[src/rtl/plbu_pkg.sv]
`timescale 1ns / 1ps
// ----------------------------------------------------------------------------
// plbu_pkg
// Shared types and constants for the price-level book update block.
// ----------------------------------------------------------------------------
package plbu_pkg;

   localparam int unsigned LEVEL_COUNT_DEFAULT = 1024;

   localparam int unsigned PRICE_W = 32;
   localparam int unsigned DELTA_W = 64;
   localparam int unsigned QTY_W   = 63;
   localparam int unsigned CSR_W   = 32;
   localparam int unsigned CSR_IDX_W = 1;

   localparam logic [QTY_W-1:0] QTY_MAX = {QTY_W{1'b1}};

   // Configuration register indexes
   localparam logic [CSR_IDX_W-1:0] CSR_LOWEST_PRICE  = 1'b0;
   localparam logic [CSR_IDX_W-1:0] CSR_HIGHEST_PRICE = 1'b1;

   localparam logic [PRICE_W-1:0] LOWEST_PRICE_RESET  = 32'sd0;
   localparam logic [PRICE_W-1:0] HIGHEST_PRICE_RESET = 32'sd1023;

   // Side codes
   localparam logic SIDE_BID = 1'b0;
   localparam logic SIDE_ASK = 1'b1;

   // Status codes
   localparam logic STATUS_DONE   = 1'b0;
   localparam logic STATUS_OUTSIDE = 1'b1;

   // Per-side write enables of the level store
   typedef struct packed {
      logic bid;
      logic ask;
   } plbu_wr_en_type;

endpackage

[src/rtl/plbu_qty_update.sv]
`timescale 1ns / 1ps
// ----------------------------------------------------------------------------
// plbu_qty_update
// Adds a signed change to the chosen side, clamped at zero and at the maximum.
// ----------------------------------------------------------------------------
module plbu_qty_update
   import plbu_pkg::*;
(
   input  logic               side,
   input  logic [DELTA_W-1:0] qty_delta,
   input  logic [QTY_W-1:0]   cur_bid,
   input  logic [QTY_W-1:0]   cur_ask,
   output logic [QTY_W-1:0]   new_bid,
   output logic [QTY_W-1:0]   new_ask
);

   logic [QTY_W-1:0]   cur_qty;
   logic [DELTA_W:0]   sum;
   logic [QTY_W-1:0]   upd_qty;

   always_comb begin
      cur_qty = (side == SIDE_ASK) ? cur_ask : cur_bid;
      // 65-bit signed sum never wraps
      sum = {2'b00, cur_qty} + {qty_delta[DELTA_W-1], qty_delta};
      if (sum[DELTA_W]) begin
         upd_qty = '0;
      end else if (sum[DELTA_W-1]) begin
         upd_qty = QTY_MAX;
      end else begin
         upd_qty = sum[QTY_W-1:0];
      end
      new_bid = (side == SIDE_BID) ? upd_qty : cur_bid;
      new_ask = (side == SIDE_ASK) ? upd_qty : cur_ask;
   end

endmodule
[config.mk]
export PLATFORM = sky130hd
export DESIGN_NAME = plbu_qty_update
export DESIGN_NICKNAME = d
export VERILOG_FILES = /design/src/rtl/plbu_pkg.sv /design/src/rtl/plbu_qty_update.sv
export SDC_FILE = /design/constraint.sdc
export NUM_CORES = 1
export LEC_CHECK = 0
export BUFFER_PORTS_ARGS = -buffer_cell sky130_fd_sc_hd__buf_2
export CORE_ASPECT_RATIO = 0.8
export CORE_UTILIZATION = 50
export DETAILED_ROUTE_END_ITERATION = 10
export GPL_TIMING_DRIVEN = 0
export PLACE_DENSITY = 0.87
export REMOVE_ABC_BUFFERS = 1
export SLEW_MARGIN = 40
export SYNTH_ARGS = -nofsm -noshare
export SYNTH_HDL_FRONTEND = slang
export SYNTH_SLANG_ARGS = --single-unit
[constraint.sdc]
create_clock -name vclk -period 10.74
set_input_delay 2.148 -clock vclk [all_inputs]
set_output_delay 2.148 -clock vclk [all_outputs]
set_load 0.02 [all_outputs]
==> flow_metrics.env <==
export IMPL_antenna_found_initial=3
export IMPL_design_core_area_sq_mm=0.0135
export IMPL_endpoint_kind="primary output"
export IMPL_seq_area_sq_um=0
export IMPL_wl_um=25700
export IMPL_tns_ps=0
export IMPL_worstPathRequired_ps=8590
export IMPL_synth_cell_area_sq_mm=0.00691
export IMPL_worst_slack_ps=1740
export IMPL_drt_iter0_drc=720
export IMPL_worstHoldPathType="input pin to primary output"
export IMPL_synthTopCellsByCount="nand2_1 (139), a21oi_1 (119), inv_1 (79)"
export IMPL_grt_overflow_total=0
export IMPL_ys_top_cells_by_area="ha_1 (11%), mux2_2 (10%), a21oi_1 (8.6%), nand2_1 (7.6%), o22ai_1 (5.2%)"
export IMPL_grt_max_degree=101
export IMPL_syn_inst=1101
export IMPL_fin_util_pct=63.3
export IMPL_grt_first_pass_wirelength_um=39400
export IMPL_fp_dieW_um=133
export IMPL_seqPwrFrac_pct=0
export IMPL_netSwitchingFraction_pct=62.4
export IMPL_max_freq_mhz=111
export IMPL_grtUsageTotal_pct=33.2
export IMPL_wl_per_cell_um=16.9
export IMPL_yosys_warnings=0
export IMPL_status="completed"
export IMPL_slew_viol_final=0
export IMPL_grt_pass1_vias=7893
export IMPL_antenna_left=0
export IMPL_post_route_cells_drive_above_1_share_pct=30.6
export IMPL_postCtsSetupBuffers=0
export IMPL_synth_most_common_cell="nand2_1"
export IMPL_p_leak_nw=4.22
export IMPL_synth_distinct_cells=62
export IMPL_dp_hpwl_um=21300
export IMPL_synth_top_area_share_pct=11.4
export IMPL_critical_path_class="input pin to primary output"
export IMPL_die_area_sq_mm=0.0143
export IMPL_clockPowerShare_pct=0
export IMPL_die_h_um=107
export IMPL_rsz0062_at_grt="false"
export IMPL_place_gp_congestion=0.987
export IMPL_cap_violations=0
export IMPL_vdd_drop_max_v=0.0000573
export IMPL_critical_path_top_delay_family="compound AO/OA/AOI/OAI gates"
export IMPL_path_cells="buf_8 -> buf_16 -> mux2_2 -> ha_1 -> nand4_1 -> nor2_1 -> nor2_1 -> a311o_1 -> a221o_2 -> a31oi_1 -> or4_4 -> nand3_1 -> o2111ai_1 -> buf_2"
export IMPL_start_util_pct=51.2
export IMPL_period_needed_ps=9000
export IMPL_viasPerCell=6.10
export IMPL_comb_power_share_pct=100.0
export IMPL_synth_largest_area_cell="ha_1"
export IMPL_port_buffer_count=317
export IMPL_p_int_mw=0.279
export IMPL_routed_via_count=9296
export IMPL_clkbuf_count=0
export IMPL_slowest_stage="a311o_1"
export IMPL_finalSetupViolCount=0
export IMPL_critPathMostFrequentCell="nor2_1"
export IMPL_drc=0
export IMPL_final_hold_viol_count=0
export IMPL_min_period_over_period_pct=83.8
export IMPL_hold_buffers=0
export IMPL_hold_depth=4
export IMPL_nFlopsAndLatches=0
export IMPL_fill_cells=1295
export IMPL_critPathBufInv=3
export IMPL_synth_seq_area_share_pct=0
export IMPL_min_from="cur_bid[25]"
export IMPL_cp_max_fo=100
export IMPL_rows=38
export IMPL_power_density_mw_per_mm2=86.9
export IMPL_start_kind="input pin"
export IMPL_power_mw=0.743
export IMPL_crit_path_max_incr_delay_ps=450
export IMPL_hold_end="new_bid[25]"
export IMPL_area_growth_synth_to_final_pct=23.7
export IMPL_worstMarginPinSlew_ps=906
export IMPL_startpoint="side"
export IMPL_ios=317
export IMPL_maxSlewHeadroom_pct=39.0
export IMPL_first_pass_iters=6
export IMPL_ctsResizeCount=0
export IMPL_syn_area_per_cell_sq_um=6.28
export IMPL_netSwitchingPower_mw=0.464
export IMPL_pre_cts_ws_ps=1860
export IMPL_fin_nets=1597
export IMPL_critical_path_arrival_ps=6850
-- cell families (layout without fill, tap and decap cells) --
kind of cell	Yosys count	count (layout)	share of synthesized area (%)
xor gates and xnor gates	45	45	5.70
AOI/OAI and AO/OA	442	442	40.3
and+or+nand+nor	313	313	21.3
adders and majority gates	64	64	11.7
muxes	69	69	11.2
buffers and inverters	168	407	9.80
other	0	3	0
-- worst max path at each step --
| stage | endpoint | slack [ps] | depth (start not counted) |
|---|---|---|---|
| floorplan | new_bid[58] | 1480 | 11 |
| CTS | new_ask[49] | 1850 | 14 |
| global route | new_bid[58] | 1540 | 15 |
| global placement | new_ask[60] | -3460 | 13 |
| detailed placement | new_ask[49] | 1860 | 14 |
| finish | new_ask[49] | 1740 | 14 |
-- final cells by class --
class	count	area (sq um)	area share, %
repair buffers	327	1740	20.3
inverters	80	300	3.51
multi-input cells	933	6270	73.4
diodes	3	7.51	0.0878
well taps	180	225	2.64
-- per-layer routing --
metal / vias up / share of wire, % / GRT usage, %
met5: - / 0 / 0
met3: 20 / 8.4 / 3.97
met2: 447 / 44 / 54.3
li1: 4586 / - / -
met4: 0 / 0.94 / 5.60
met1: 4243 / 46 / 46.9
-- per-stage QoR --
step / cell area, sq um / hold WS (ps) / instances
5_1_grt: 8550 / 4660 / 1523
4_1_cts: 8530 / 4640 / 1520
3_3_place_gp: 8340 / 4630 / 1510
6_report: 8550 / 4640 / 1523
3_5_place_dp: 8530 / 4640 / 1520
2_1_floorplan: 6530 / 4450 / 1013
-- cells in the final DEF, fill, tap and decap left out, types with 19 or more instances in the layout --
master and instances:
xnor2_1 27, o21ai_1 62, nand4_1 34, nor2_1 51
buf_2 317, a21o_1 39, mux2_2 64, o21bai_1 19
o21ai_0 34, nand2_1 139, a21oi_1 119, inv_1 79
ha_1 63, o22ai_1 57
-- power groups by stage --
stage / clock (mW) / sequential (mW) / combinational [mW]
after global routing: 0.0000000374 / 0 / 0.805
final: 0.0000000375 / 0 / 0.743
after floorplan: 0 / 0 / 0.495
after global placement: 0 / 0 / 0.714
after detailed placement: 0 / 0 / 0.729
after CTS: 0 / 0 / 0.733
No activity file was read; power rests on OpenSTA's default activity.
